**src/pss_pkg.sv**
```systemverilog
// ----------------------------------------------------------------------------
// pss_pkg
// Shared types, codes and helpers of the periodic slot scheduler.
// ----------------------------------------------------------------------------
package pss_pkg;

    localparam int SLOT_COUNT_DEF  = 8;
    localparam int PICK_PASS_LIMIT = 64;
    localparam int SLOT_NUM_W      = 6;
    localparam int TIME_W          = 64;
    localparam int WORD_W          = 32;

    localparam logic [1:0] OP_ADD  = 2'd0;
    localparam logic [1:0] OP_PICK = 2'd1;
    localparam logic [1:0] OP_DONE = 2'd2;
    localparam logic [1:0] OP_READ = 2'd3;

    localparam logic [1:0] ST_OK        = 2'd0;
    localparam logic [1:0] ST_NONE      = 2'd1;
    localparam logic [1:0] ST_BAD_INDEX = 2'd2;
    localparam logic [1:0] ST_ZERO_PER  = 2'd3;

    typedef struct packed {
        logic [1:0]        operation;
        logic [7:0]        priority_req;
        logic [TIME_W-1:0] first_time;
        logic [WORD_W-1:0] duration;
        logic [WORD_W-1:0] period;
        logic [7:0]        slot_index;
        logic [TIME_W-1:0] now_time;
    } in_item_t;

    typedef struct packed {
        logic [1:0]            status;
        logic [SLOT_NUM_W-1:0] slot_number;
        logic                  is_active;
        logic [7:0]            slot_priority_out;
        logic [TIME_W-1:0]     start_time;
        logic [WORD_W-1:0]     slot_length;
        logic [WORD_W-1:0]     slot_interval;
        logic [WORD_W-1:0]     run_count;
        logic [WORD_W-1:0]     yield_count;
    } out_item_t;

    // One table entry as held in the slot memory.
    typedef struct packed {
        logic [7:0]        prio;
        logic [TIME_W-1:0] start;
        logic [WORD_W-1:0] len;
        logic [WORD_W-1:0] per;
        logic [WORD_W-1:0] runs;
        logic [WORD_W-1:0] yields;
    } rec_t;

    // Overlap of [a, a+da) and [b, b+db), sums kept exact.
    function automatic logic meets(logic [TIME_W-1:0] a, logic [WORD_W-1:0] da,
                                   logic [TIME_W-1:0] b, logic [WORD_W-1:0] db);
        logic [TIME_W:0] ea;
        logic [TIME_W:0] eb;
        ea = {1'b0, a} + {{(TIME_W-WORD_W+1){1'b0}}, da};
        eb = {1'b0, b} + {{(TIME_W-WORD_W+1){1'b0}}, db};
        return ({1'b0, a} < eb) && ({1'b0, b} < ea);
    endfunction

    // Move an entry by one period and count a yield.
    function automatic rec_t push_back(rec_t r);
        rec_t o;
        o        = r;
        o.start  = r.start + {{(TIME_W-WORD_W){1'b0}}, r.per};
        o.yields = r.yields + 1'b1;
        return o;
    endfunction

endpackage

```
**src/pss_if.sv**
```systemverilog
// ----------------------------------------------------------------------------
// pss_in_if / pss_out_if
// Valid/ready channels for requests and results of the slot scheduler.
// ----------------------------------------------------------------------------
interface pss_in_if;
    logic               valid;
    logic               ready;
    pss_pkg::in_item_t  data;
    modport source (output valid, output data, input ready);
    modport sink   (input valid, input data, output ready);
endinterface

interface pss_out_if;
    logic               valid;
    logic               ready;
    pss_pkg::out_item_t data;
    modport source (output valid, output data, input ready);
    modport sink   (input valid, input data, output ready);
endinterface

```
**src/periodic_slot_scheduler.sv**
```systemverilog
// ----------------------------------------------------------------------------
// periodic_slot_scheduler
// Table of periodic slots with add, pick, done and read requests.
// ----------------------------------------------------------------------------
//  channel   direction  handshake        payload
//  req       in         valid / ready    pss_pkg::in_item_t
//  rsp       out        valid / ready    pss_pkg::out_item_t
//
//  Add is done in the request state. Read reads the entry and evaluates it.
//  Done moves the start on by one period when it already lies past now, else
//  catches up using the bit-serial divider. Pick runs passes of two memory
//  scans, one read per entry, up to 64 passes. Each result then goes
//  through the staging register.
//  Reset clears the in-use flags at once; no clearing pass is needed.
//  A stalled result waits in the output register while the next request is
//  taken.
// ----------------------------------------------------------------------------
module periodic_slot_scheduler #(
    parameter int SLOT_COUNT = pss_pkg::SLOT_COUNT_DEF
) (
    input  logic     clk,
    input  logic     rst_n,
    pss_in_if.sink   req,
    pss_out_if.source rsp
);

    localparam int AW = (SLOT_COUNT > 1) ? $clog2(SLOT_COUNT) : 1;
    localparam int PW = $clog2(pss_pkg::PICK_PASS_LIMIT);
    localparam int RW = $bits(pss_pkg::rec_t);

    typedef enum logic [3:0] {
        S_IDLE, S_READ_RD, S_READ_EV, S_DONE_RD, S_DONE_EV, S_DONE_DIV,
        S_FIND_RD, S_FIND_EV, S_SCAN_RD, S_SCAN_EV, S_DELIVER
    } state_t;

    state_t                     state_reg;
    logic [SLOT_COUNT-1:0]      used_reg;
    logic [AW-1:0]              ptr_reg;
    logic [AW-1:0]              best_idx_reg;
    logic                       have_best_reg;
    logic [PW-1:0]              pass_reg;
    pss_pkg::rec_t              best_reg;
    logic [pss_pkg::TIME_W-1:0] now_reg;
    pss_pkg::out_item_t         res_reg;
    pss_pkg::out_item_t         out_reg;
    logic                       out_valid_reg;

    logic                       ram_we;
    logic [AW-1:0]              ram_waddr;
    pss_pkg::rec_t              ram_wdata;
    logic [RW-1:0]              ram_rbits;
    pss_pkg::rec_t              rd;

    logic                       div_start;
    logic                       div_done;
    logic [pss_pkg::WORD_W-1:0] div_rem;

    logic                       has_free;
    logic [AW-1:0]              free_idx;
    logic                       idx_bad;
    logic                       accept;
    logic                       last_ptr;
    logic                       hit;
    logic                       lose;
    logic                       win;
    logic                       deliver;
    pss_pkg::rec_t              new_rec;
    pss_pkg::rec_t              caught_up;
    pss_pkg::out_item_t         first_res;

    assign rd       = pss_pkg::rec_t'(ram_rbits);
    assign accept   = req.valid && req.ready;
    assign idx_bad  = {1'b0, req.data.slot_index} >= 9'(SLOT_COUNT);
    assign last_ptr = ptr_reg == AW'(SLOT_COUNT - 1);
    assign deliver  = (state_reg == S_DELIVER) && (!out_valid_reg || rsp.ready);

    // Lowest free entry for add.
    always_comb
    begin
        has_free = 1'b0;
        free_idx = '0;
        for (int i = SLOT_COUNT - 1; i >= 0; i--)
        begin
            if (!used_reg[i])
            begin
                has_free = 1'b1;
                free_idx = AW'(i);
            end
        end
    end

    // Result known at request time: errors, add outcome, empty pick.
    always_comb
    begin
        first_res = '0;
        unique case (req.data.operation)
            pss_pkg::OP_ADD:
            begin
                if (req.data.period == '0)
                begin
                    first_res.status = pss_pkg::ST_ZERO_PER;
                end
                else if (!has_free)
                begin
                    first_res.status = pss_pkg::ST_NONE;
                end
                else
                begin
                    first_res.slot_number = pss_pkg::SLOT_NUM_W'(free_idx);
                end
            end
            pss_pkg::OP_PICK:
            begin
                if (used_reg == '0)
                begin
                    first_res.status = pss_pkg::ST_NONE;
                end
            end
            pss_pkg::OP_DONE:
            begin
                if (idx_bad)
                begin
                    first_res.status = pss_pkg::ST_BAD_INDEX;
                end
                else if (!used_reg[AW'(req.data.slot_index)])
                begin
                    first_res.status = pss_pkg::ST_NONE;
                end
            end
            pss_pkg::OP_READ:
            begin
                if (idx_bad)
                begin
                    first_res.status = pss_pkg::ST_BAD_INDEX;
                end
            end
            default:
            begin
            end
        endcase
    end

    // Collision test of the scanned entry against the current best.
    assign hit  = used_reg[ptr_reg] && (ptr_reg != best_idx_reg) &&
                  pss_pkg::meets(best_reg.start, best_reg.len, rd.start, rd.len);
    assign lose = hit && (rd.prio < best_reg.prio);
    assign win  = hit && (rd.prio > best_reg.prio);

    always_comb
    begin
        new_rec        = '0;
        new_rec.prio   = req.data.priority_req;
        new_rec.start  = req.data.first_time;
        new_rec.len    = req.data.duration;
        new_rec.per    = req.data.period;
    end

    // Catch-up start: now - ((now - start) mod period) + period.
    always_comb
    begin
        caught_up       = best_reg;
        caught_up.start = now_reg - {{(pss_pkg::TIME_W-pss_pkg::WORD_W){1'b0}}, div_rem}
                        + {{(pss_pkg::TIME_W-pss_pkg::WORD_W){1'b0}}, best_reg.per};
        caught_up.runs  = best_reg.runs + 1'b1;
    end

    // Memory write port and divider launch.
    always_comb
    begin
        ram_we    = 1'b0;
        ram_waddr = ptr_reg;
        ram_wdata = rd;
        div_start = 1'b0;
        unique case (state_reg)
            S_IDLE:
            begin
                if (accept && req.data.operation == pss_pkg::OP_ADD &&
                    req.data.period != '0 && has_free)
                begin
                    ram_we    = 1'b1;
                    ram_waddr = free_idx;
                    ram_wdata = new_rec;
                end
            end
            S_DONE_EV:
            begin
                if (rd.start > now_reg)
                begin
                    ram_we          = 1'b1;
                    ram_wdata.start = rd.start
                                    + {{(pss_pkg::TIME_W-pss_pkg::WORD_W){1'b0}}, rd.per};
                    ram_wdata.runs  = rd.runs + 1'b1;
                end
                else
                begin
                    div_start = 1'b1;
                end
            end
            S_DONE_DIV:
            begin
                if (div_done)
                begin
                    ram_we    = 1'b1;
                    ram_wdata = caught_up;
                end
            end
            S_SCAN_EV:
            begin
                if (lose)
                begin
                    ram_we    = 1'b1;
                    ram_waddr = best_idx_reg;
                    ram_wdata = pss_pkg::push_back(best_reg);
                end
                else if (win)
                begin
                    ram_we    = 1'b1;
                    ram_wdata = pss_pkg::push_back(rd);
                end
            end
            default:
            begin
            end
        endcase
    end

    pss_ram #(
        .WIDTH (RW),
        .DEPTH (SLOT_COUNT),
        .AW    (AW)
    ) u_ram (
        .clk   (clk),
        .we    (ram_we),
        .waddr (ram_waddr),
        .wdata (RW'(ram_wdata)),
        .raddr (ptr_reg),
        .rdata (ram_rbits)
    );

    pss_divrem u_div (
        .clk       (clk),
        .rst_n     (rst_n),
        .start     (div_start),
        .dividend  (now_reg - rd.start),
        .divisor   (rd.per),
        .done      (div_done),
        .remainder (div_rem)
    );

    always_ff @(posedge clk or negedge rst_n)
    begin
        if (!rst_n)
        begin
            state_reg     <= S_IDLE;
            used_reg      <= '0;
            ptr_reg       <= '0;
            best_idx_reg  <= '0;
            have_best_reg <= 1'b0;
            pass_reg      <= '0;
            out_valid_reg <= 1'b0;
        end
        else
        begin
            // Load a new result when the register frees up; drop it once its
            // transfer completes.
            if (deliver)
            begin
                out_valid_reg <= 1'b1;
            end
            else if (rsp.ready)
            begin
                out_valid_reg <= 1'b0;
            end
            unique case (state_reg)
                S_IDLE:
                begin
                    if (accept)
                    begin
                        res_reg <= first_res;
                        now_reg <= req.data.now_time;
                        ptr_reg <= (req.data.operation == pss_pkg::OP_PICK) ?
                                   '0 : AW'(req.data.slot_index);
                        unique case (req.data.operation)
                            pss_pkg::OP_ADD:
                            begin
                                state_reg <= S_DELIVER;
                                if (req.data.period != '0 && has_free)
                                begin
                                    used_reg[free_idx] <= 1'b1;
                                end
                            end
                            pss_pkg::OP_PICK:
                            begin
                                pass_reg      <= '0;
                                have_best_reg <= 1'b0;
                                state_reg     <= (used_reg == '0) ? S_DELIVER : S_FIND_RD;
                            end
                            pss_pkg::OP_DONE:
                            begin
                                if (idx_bad || !used_reg[AW'(req.data.slot_index)])
                                begin
                                    state_reg <= S_DELIVER;
                                end
                                else
                                begin
                                    state_reg <= S_DONE_RD;
                                end
                            end
                            pss_pkg::OP_READ:
                            begin
                                state_reg <= idx_bad ? S_DELIVER : S_READ_RD;
                            end
                            default:
                            begin
                            end
                        endcase
                    end
                end
                S_READ_RD:
                begin
                    state_reg <= S_READ_EV;
                end
                S_READ_EV:
                begin
                    // A slot never written reads as cleared.
                    res_reg.slot_number <= pss_pkg::SLOT_NUM_W'(ptr_reg);
                    if (used_reg[ptr_reg])
                    begin
                        res_reg.is_active         <= 1'b1;
                        res_reg.slot_priority_out <= rd.prio;
                        res_reg.start_time        <= rd.start;
                        res_reg.slot_length       <= rd.len;
                        res_reg.slot_interval     <= rd.per;
                        res_reg.run_count         <= rd.runs;
                        res_reg.yield_count       <= rd.yields;
                    end
                    state_reg <= S_DELIVER;
                end
                S_DONE_RD:
                begin
                    state_reg <= S_DONE_EV;
                end
                S_DONE_EV:
                begin
                    best_reg            <= rd;
                    res_reg.slot_number <= pss_pkg::SLOT_NUM_W'(ptr_reg);
                    state_reg           <= (rd.start > now_reg) ? S_DELIVER : S_DONE_DIV;
                end
                S_DONE_DIV:
                begin
                    if (div_done)
                    begin
                        state_reg <= S_DELIVER;
                    end
                end
                S_FIND_RD:
                begin
                    state_reg <= S_FIND_EV;
                end
                S_FIND_EV:
                begin
                    // Earliest start wins; strict compare keeps the lower index.
                    if (used_reg[ptr_reg] && (!have_best_reg || rd.start < best_reg.start))
                    begin
                        best_reg      <= rd;
                        best_idx_reg  <= ptr_reg;
                        have_best_reg <= 1'b1;
                    end
                    if (last_ptr)
                    begin
                        ptr_reg   <= '0;
                        state_reg <= S_SCAN_RD;
                    end
                    else
                    begin
                        ptr_reg   <= ptr_reg + 1'b1;
                        state_reg <= S_FIND_RD;
                    end
                end
                S_SCAN_RD:
                begin
                    state_reg <= S_SCAN_EV;
                end
                S_SCAN_EV:
                begin
                    if (lose)
                    begin
                        // Best yields: end this pass, start over or give up.
                        ptr_reg       <= '0;
                        have_best_reg <= 1'b0;
                        pass_reg      <= pass_reg + 1'b1;
                        if (pass_reg == PW'(pss_pkg::PICK_PASS_LIMIT - 1))
                        begin
                            res_reg.status <= pss_pkg::ST_NONE;
                            state_reg      <= S_DELIVER;
                        end
                        else
                        begin
                            state_reg <= S_FIND_RD;
                        end
                    end
                    else if (last_ptr)
                    begin
                        res_reg.slot_number <= pss_pkg::SLOT_NUM_W'(best_idx_reg);
                        state_reg           <= S_DELIVER;
                    end
                    else
                    begin
                        ptr_reg   <= ptr_reg + 1'b1;
                        state_reg <= S_SCAN_RD;
                    end
                end
                S_DELIVER:
                begin
                    // Hand the result over once the output register is free.
                    if (deliver)
                    begin
                        out_reg   <= res_reg;
                        state_reg <= S_IDLE;
                    end
                end
                default:
                begin
                    state_reg <= S_IDLE;
                end
            endcase
        end
    end

    assign req.ready = state_reg == S_IDLE;
    assign rsp.valid = out_valid_reg;
    assign rsp.data  = out_reg;

endmodule

```
**src/pss_ram.sv**
```systemverilog
// ----------------------------------------------------------------------------
// pss_ram
// Generic single write, single read memory with registered read data.
// ----------------------------------------------------------------------------
module pss_ram #(
    parameter int WIDTH = 8,
    parameter int DEPTH = 8,
    parameter int AW    = (DEPTH > 1) ? $clog2(DEPTH) : 1
) (
    input  logic             clk,
    input  logic             we,
    input  logic [AW-1:0]    waddr,
    input  logic [WIDTH-1:0] wdata,
    input  logic [AW-1:0]    raddr,
    output logic [WIDTH-1:0] rdata
);

    logic [WIDTH-1:0] mem [DEPTH];

    always_ff @(posedge clk)
    begin
        if (we)
        begin
            mem[waddr] <= wdata;
        end
        rdata <= mem[raddr];
    end

endmodule

```
**src/pss_divrem.sv**
```systemverilog
// ----------------------------------------------------------------------------
// pss_divrem
// Bit-serial restoring divider; returns the remainder of a 64 by 32 division.
// ----------------------------------------------------------------------------
module pss_divrem (
    input  logic                         clk,
    input  logic                         rst_n,
    input  logic                         start,
    input  logic [pss_pkg::TIME_W-1:0]   dividend,
    input  logic [pss_pkg::WORD_W-1:0]   divisor,
    output logic                         done,
    output logic [pss_pkg::WORD_W-1:0]   remainder
);

    localparam int CW = $clog2(pss_pkg::TIME_W + 1);

    logic [CW-1:0]                cnt_reg;
    logic                         done_reg;
    logic [pss_pkg::TIME_W-1:0]   sh_reg;
    logic [pss_pkg::WORD_W-1:0]   div_reg;
    logic [pss_pkg::WORD_W-1:0]   rem_reg;
    logic [pss_pkg::WORD_W:0]     trial;
    logic [pss_pkg::WORD_W:0]     diff;

    // Shift in one dividend bit, subtract when it fits.
    assign trial = {rem_reg, sh_reg[pss_pkg::TIME_W-1]};
    assign diff  = trial - {1'b0, div_reg};

    always_ff @(posedge clk or negedge rst_n)
    begin
        if (!rst_n)
        begin
            cnt_reg  <= '0;
            done_reg <= 1'b0;
        end
        else
        begin
            done_reg <= 1'b0;
            if (start)
            begin
                cnt_reg <= CW'(pss_pkg::TIME_W);
                sh_reg  <= dividend;
                div_reg <= divisor;
                rem_reg <= '0;
            end
            else if (cnt_reg != '0)
            begin
                if (trial >= {1'b0, div_reg})
                begin
                    rem_reg <= diff[pss_pkg::WORD_W-1:0];
                end
                else
                begin
                    rem_reg <= trial[pss_pkg::WORD_W-1:0];
                end
                sh_reg  <= {sh_reg[pss_pkg::TIME_W-2:0], 1'b0};
                cnt_reg <= cnt_reg - 1'b1;
                if (cnt_reg == CW'(1))
                begin
                    done_reg <= 1'b1;
                end
            end
        end
    end

    assign done      = done_reg;
    assign remainder = rem_reg;

endmodule
```
**src/flat_wrapper.sv**
```systemverilog
// flat-port wrapper written by rule: the top's interface ports become plain ports
module periodic_slot_scheduler_flat 
#(
    parameter int SLOT_COUNT = pss_pkg::SLOT_COUNT_DEF
)
  (clk, rst_n, req_valid, req_data, req_ready, rsp_valid, rsp_data, rsp_ready);
  pss_in_if req_i ();
  pss_out_if rsp_i ();
  input  logic clk;
  input  logic rst_n;
  input wire logic [$bits(req_i.valid)-1:0] req_valid;
  input wire logic [$bits(req_i.data)-1:0] req_data;
  output wire logic [$bits(req_i.ready)-1:0] req_ready;
  output wire logic [$bits(rsp_i.valid)-1:0] rsp_valid;
  output wire logic [$bits(rsp_i.data)-1:0] rsp_data;
  input wire logic [$bits(rsp_i.ready)-1:0] rsp_ready;
  assign req_i.valid = req_valid;
  assign req_i.data = req_data;
  assign req_ready = req_i.ready;
  assign rsp_valid = rsp_i.valid;
  assign rsp_data = rsp_i.data;
  assign rsp_i.ready = rsp_ready;
  periodic_slot_scheduler #(.SLOT_COUNT(SLOT_COUNT)) u_core (.clk(clk), .rst_n(rst_n), .req(req_i), .rsp(rsp_i));
endmodule
```
**config.mk**
```make
export PLATFORM = sky130hd
export DESIGN_NAME = periodic_slot_scheduler_flat
export DESIGN_NICKNAME = d
export VERILOG_FILES = /design/src/pss_pkg.sv /design/src/pss_if.sv /design/src/periodic_slot_scheduler.sv /design/src/pss_ram.sv /design/src/pss_divrem.sv /design/src/flat_wrapper.sv
export SDC_FILE = /design/constraint.sdc
export NUM_CORES = 2
export LEC_CHECK = 0
export ABC_AREA = 1
export BUFFER_PORTS_ARGS = -buffer_cell sky130_fd_sc_hd__buf_2
export CORE_MARGIN = 2
export CORE_UTILIZATION = 30
export DETAILED_ROUTE_END_ITERATION = 7
export HOLD_SLACK_MARGIN = 0.06
export PLACE_DENSITY_LB_ADDON = 0.25
export SYNTH_ARGS = -nofsm -noshare
export SYNTH_HDL_FRONTEND = slang
export SYNTH_SLANG_ARGS = --single-unit
```
**constraint.sdc**
```tcl
create_clock -name clk -period 18.6 [get_ports clk]
set_input_delay 2.79 -clock clk [delete_from_list [all_inputs] [get_ports clk]]
set_output_delay 2.79 -clock clk [all_outputs]
set_load 0.05 [all_outputs]
```
After elaboration in Yosys (flattened, before gate mapping)
Memories as Yosys holds them, arrays and structs flattened. A register that Yosys moved wholly into a read port is not among the register bits.
Cells that the tools add are included.
{"block": "totals", "regBits": 844, "ram_bits": 1600, "in_bits": 214, "output_inout_bits": 211, "elab_cells": 247, "memories": 1}
{"block": "op_classes", "add_sub_neg": 15, "magnitude_cmp": 12, "n_eq_ne": 28, "mux": 106, "bitwise": 1, "n_reduce_logical": 47}
{"memory": "u_core.u_ram.mem", "words": 8, "width": 200, "rd": 1, "rd_clocked_by_memory_dff": 1, "wr": 1, "line_no": "pss_ram.sv:18", "rtl": "logic [WIDTH-1:0] mem [DEPTH];"}
{"op": "2-to-1 mux 200 bit", "n": 4}
{"op": "one-hot mux 201 bit (2 select lines)", "n": 1}
{"op": "one-hot mux 200 bit (2 select lines)", "n": 1}
{"op": "one-hot mux 64 bit (4 select lines)", "n": 1}
{"op": "2-to-1 mux 209 bit", "n": 1}
{"op": "2-to-1 mux 201 bit", "n": 1}
{"op": "adder 64 x 32 -> 64 bit", "n": 3}
{"op": "2-to-1 mux 192 bit", "n": 1}
{"op": "2-to-1 mux 64 bit", "n": 3}
{"op": "one-hot mux 64 bit (3 select lines)", "n": 1}
{"op": "adder 64 x 32 -> 65 bit", "n": 2}
{"op": "less-than comparator 64 x 65 -> 1 bit", "n": 2}
{"op": "adder 32 x 1 -> 32 bit (second input constant)", "n": 4}
{"op": "one-hot mux 32 bit (4 select lines)", "n": 1}
{"op": "2-to-1 mux 32 bit", "n": 3}
{"op": "one-hot mux 32 bit (3 select lines)", "n": 1}
{"op": "greater-than comparator 64 bit", "n": 1}
{"op": "less-than comparator 64 bit", "n": 1}
{"op": "subtractor 64 x 32 -> 64 bit", "n": 1}
{"op": "subtractor 64 bit", "n": 1}
{"op": "2-to-1 mux 3 bit", "n": 16}
{"op": "one-hot mux 4 bit (11 select lines)", "n": 1}
{"op": "2-to-1 mux 6 bit", "n": 7}
{"op": "2-to-1 mux 4 bit", "n": 10}
{"op": "55 further kinds", "n": 141}

Depth between registers and ports, before layout
{"block": "depth", "depth_word": 13, "depth_mapped": 40, "depth_no_buf": 39}

Cells and area by module
A second synthesis with hierarchy kept.
{"block": "unflattened", "hier_cells": 16396, "area_unflattened_um2": 142902.1}
{"module": "pss_ram", "n_inst": 1, "cells_per_inst": 7130, "area_per_inst_um2": 73893.4, "seq_area_each_um2": 52049.9}
{"module": "periodic_slot_scheduler", "n_inst": 1, "cells_per_inst": 8071, "area_per_inst_um2": 60152.7, "seq_area_each_um2": 20950.1}
{"module": "pss_divrem", "n_inst": 1, "cells_per_inst": 1195, "area_per_inst_um2": 8856.0, "seq_area_each_um2": 4043.9}

Least setup slack after synthesis
Ideal clock, no wire load.
{"block": "synth_timing", "kind": "in2reg", "startpoint": "in rst_n", "endpoint": "reg u_core.out_reg (netlist bit u_core.rsp.data[0]), enable pin", "arrival_time_ns": 16.732, "t_required_ns": 17.576, "path_slack_ns": 0.844, "cell_stages": 2, "path_cell_list": "inv_1 > nor3_1"}
{"block": "synth_via", "elab_chain_len": 1}
{"element": "start, declared", "line_no": "flat_wrapper.sv:10", "rtl": "input logic rst_n;"}
{"element": "AND reduction 3 bit (no source line)"}
{"element": "end signal, assigned", "line_no": "periodic_slot_scheduler.sv:418", "rtl": "out_reg <= res_reg;"}
{"element": "end, declared", "line_no": "periodic_slot_scheduler.sv:45", "rtl": "pss_pkg::out_item_t out_reg;"}
Every way passes these cells.
A chain may end at the register's enable or synchronous reset.

Final worst setup path
{"block": "layout_timing", "startpoint": "reg u_core.u_ram.rdata[129], read port of u_core.u_ram.mem", "endpoint": "mem u_core.u_ram.mem[4][81] (netlist bit), enable pin"}
{"block": "layout_via", "elab_chain_len": 10, "word_cells_on_any_way": 16, "cone_classes": "1 x add/sub; 3 x order compare; 8 x mux; 4 x reduce/logical"}
{"element": "start, declared", "line_no": "pss_ram.sv:15", "rtl": "output logic [WIDTH-1:0] rdata"}
{"element": "adder 64 x 32 -> 65 bit", "line_no": "pss_pkg.sv:61", "rtl": "eb = {1'b0, b} + {{(TIME_W-WORD_W+1){1'b0}}, db};"}
{"element": "less-than comparator 64 x 65 -> 1 bit", "line_no": "pss_pkg.sv:62", "rtl": "return ({1'b0, a} < eb) && ({1'b0, b} < ea);"}
{"element": "logical AND 1 bit", "line_no": "pss_pkg.sv:62"}
{"element": "logical AND 1 bit", "line_no": "periodic_slot_scheduler.sv:144", "rtl": "assign hit = used_reg[ptr_reg] && (ptr_reg != best_idx_reg) &&"}
{"element": "logical AND 1 bit", "line_no": "periodic_slot_scheduler.sv:147", "rtl": "assign win = hit && (rd.prio > best_reg.prio);"}
{"element": "2-to-1 mux 1 bit", "line_no": "periodic_slot_scheduler.sv:215", "rtl": "else if (win)"}
{"element": "2-to-1 mux 1 bit", "line_no": "periodic_slot_scheduler.sv:209", "rtl": "if (lose)"}
{"element": "one-hot mux 1 bit (4 select lines)", "line_no": "periodic_slot_scheduler.sv:174", "rtl": "unique case (state_reg)"}
{"element": "2-to-1 mux 1 bit", "line_no": "pss_ram.sv:22", "rtl": "if (we)"}
{"element": "2-to-1 mux 1 bit (implied by the code)", "line_no": "pss_ram.sv:24", "rtl": "mem[waddr] <= wdata;"}
{"element": "end, declared", "line_no": "pss_ram.sv:18"}
Several ways; a longest one is shown, not always the timed one.

==> impl_metrics.json <==
{
  "status": "finished with violations",
  "violations": "DRC",
  "crit_type": "reg -> reg",
  "setup_viol": 0,
  "cts_max_path_buffers": 4,
  "hold_path_class": "reg -> reg",
  "final_common_cell": "edfxtp_1",
  "via_count": 103743,
  "fp.dieH_um": 667.5,
  "rows": 243,
  "holdWs_ns": 0.3921,
  "period_share_pct": 59.69,
  "cts_buffers": 311,
  "ys_seq_area_share_pct": 58.34,
  "synth_top_family_by_area": "simple AND/OR/NAND/NOR gates",
  "antenna_left": 0,
  "synth_top_area_cell": "edfxtp_1",
  "die_w_um": 667.5,
  "synth_fa_ha_area_share_pct": 5.266,
  "fin_skew_ns": 0.06865,
  "synth_ff_type": "edfxtp_1",
  "antenna_found_initial": 32,
  "muxShareOfSynthArea_pct": 0,
  "synth_xor_area_share_pct": 2.533,
  "port_buffers": 421,
  "finish.instance_area_um2": 151400,
  "drt_iter0_markers": 10480,
  "async_flop_share_pct": 1.289,
  "end_kind": "flop",
  "grt-ovfl-total": 0,
  "fmax_mhz": 90.08,
  "gp_congestion": 0.9865,
  "arrival_ns": 11.64,
  "synth-seq-cells": 2638,
  "crit_family": "simple AND/OR/NAND/NOR gates",
  "drc": 12,
  "final_layout_size_suffix_gt1_share_pct": 8.256,
  "postCtsHoldBufs": 0,
  "crit_path_start_kind": "flop",
  "crit_fanout": 63,
  "synth_area_um2": 132100,
  "cts.sinks": 2638,
  "first_pass_iters": 8,
  "routedWlPerCell_um": 25.50,
  "start_util_pct": 30.14,
  "clkLatencyLatePin_ns": 0.96,
  "grt_max_degree": 173,
  "synth_compound_area_share_pct": 12.53,
  "area_delta_synth_final_pct": 14.61,
  "fin_crit_ns": 11.10,
  "critPathRequiredTime_ns": 19.14,
  "post_cts_resized": 0,
  "postCtsSetupRepairBufs": 0,
  "rsz0062_at_grt": "no",
  "cellPowerDensity_nw_per_um2": 180.8,
  "slew_headroom_pct": 18.18,
  "yosysTopAreaCellShare_pct": 54.66,
  "syn_avg_cell_area_um2": 9.757,
  "grtUsageTotal_pct": 22.20,
  "syn_inst": 13535,
  "cpMostUsedCell": "nand2_1",
  "final_cell_mix": "edfxtp_1 (2404), nor2_1 (2349), nand2_1 (1866)",
  "largest_reg_flops": 1600,
  "routed_wl_um": 512200,
  "num-nets-final": 14679,
  "io_pins": 425,
  "die_area_um2": 445500,
  "p_leak_nw": 56.93,
  "grt_pass1_vias": 99078,
  "grt_first_pass_wirelength_um": 721400,
  "netlist_top_cells_area": "edfxtp_1 (55%), nor2_1 (6.7%), o21ai_0 (5.4%), nand2_1 (5.3%), ha_1 (4.7%)",
  "root_buffer": "clkbuf_16",
  "cts_tree": "built",
  "crit_buf_inv": 7,
  "vdd_drop_max_v": 0.0001233,
  "fin_setup_tns_ns": 0,
  "worst_path_max_delay_cell": "nor2_4",
  "drv_slew": 0,
  "placed_area_um2": 141200,
  "yosys_warnings": 0,
  "synth_edf_count": 2404,
  "critical_path.max_stage_delay_ns": 0.90,
  "core_area_um2": 438100,
  "hold_viol": 0,
  "drv_cap": 0,
  "fin_util_pct": 34.55,
  "worst-slew-pin-transition_ns": 1.224,
  "viasPerCell": 5.165,
  "clk_pin_slew_ns": 0.06,
  "synth_cell_type_count": 68,
  "hpwl_um": 367200,
  "htree_levels": 5,
  "synthSimpleGateAreaFrac_pct": 16.14
}
-- stage by stage --
| stage | setup WS [ns] | std cells | power, W |
|---|---|---|---|
| 5_1_grt | 6.906 | 20082 | 0.02888 |
| 3_5_place_dp | 7.580 | 19499 | 0.02122 |
| 4_1_cts | 7.518 | 20075 | 0.02737 |
| 3_3_place_gp | 7.541 | 19499 | 0.02126 |
| 6_report | 7.498 | 20085 | 0.02736 |
| 2_1_floorplan | 0.8444 | 13537 | 0.01645 |
-- kinds of logic (layout without fill, tap and decap cells) --
kind of cell    Yosys count  in the layout
simple gates           5202           5202
compound gates         2991           2991
flops                  2638           2638
buf+inv                1788           2446
fa+ha+maj               533            533
xor+xnor                382            382
other cells               1             13
-- cells in the mapped netlist (43+ instances only) --
library cell / number
ha_1: 495
o22ai_1: 215
inv_1: 1218
nand2_1: 1870
o211ai_1: 49
nand4_1: 141
a21oi_1: 723
xor2_1: 267
nor4_1: 90
nor3_1: 154
o21ai_0: 1429
o2111ai_1: 45
nor2_1: 2364
xnor2_1: 115
buf_2: 43
dfxtp_1: 200
a31oi_1: 275
clkbuf_1: 444
edfxtp_1: 2404
nand3_1: 484
-- layer usage --
layer	track usage, %	wire length (um)	vias to the layer above
met5	0	40	-
met2	35.77	232200	3777
li1	-	-	48087
met1	30.06	222400	51077
met3	2.737	32890	796
met4	9.426	24660	6
-- area by class of cell --
type	instances	area [um^2]
inverters	1247	4722
fillers	44610	286800
repair buffers	623	3726
clock inverters	159	1674
diodes	10	25.02
clock buffers	417	8406
well taps	5880	7357
flip-flops and latches	2638	77050
multi-input cells	9111	48390
-- final timing paths --
kind | startpoint | end | slack [ns] | cells past startpoint
min in group asynchronous | rst_n | u_core.u_div.done$_DFF_PN0_ | 1.90 | 1
min reg2reg | u_core.res_reg[61]$_SDFFCE_PN0P_ | u_core.rsp.data[61]$_DFFE_PP_ | 0.39 | 0
max reg2reg | u_core.u_ram.rdata[129]$_DFF_P_ | u_core.u_ram.mem[4][81]$_DFFE_PP_ | 7.50 | 33
min | u_core.res_reg[61]$_SDFFCE_PN0P_ | u_core.rsp.data[61]$_DFFE_PP_ | 0.39 | 0
max | u_core.u_ram.rdata[129]$_DFF_P_ | u_core.u_ram.mem[4][81]$_DFFE_PP_ | 7.50 | 33
max in group asynchronous | rst_n | u_core.u_div.cnt_reg[5]$_DFFE_PN0N_ | 15.54 | 2
-- power breakdown --
group	total [W]	internal (W)	leakage [nW]	switching (W)
clock network	0.00609	0.00347	4.83	0.00262
registers	0.00927	0.00838	23.9	0.000888
logic	0.0120	0.00321	28.2	0.00880
No activity file was read; power rests on OpenSTA's default activity.
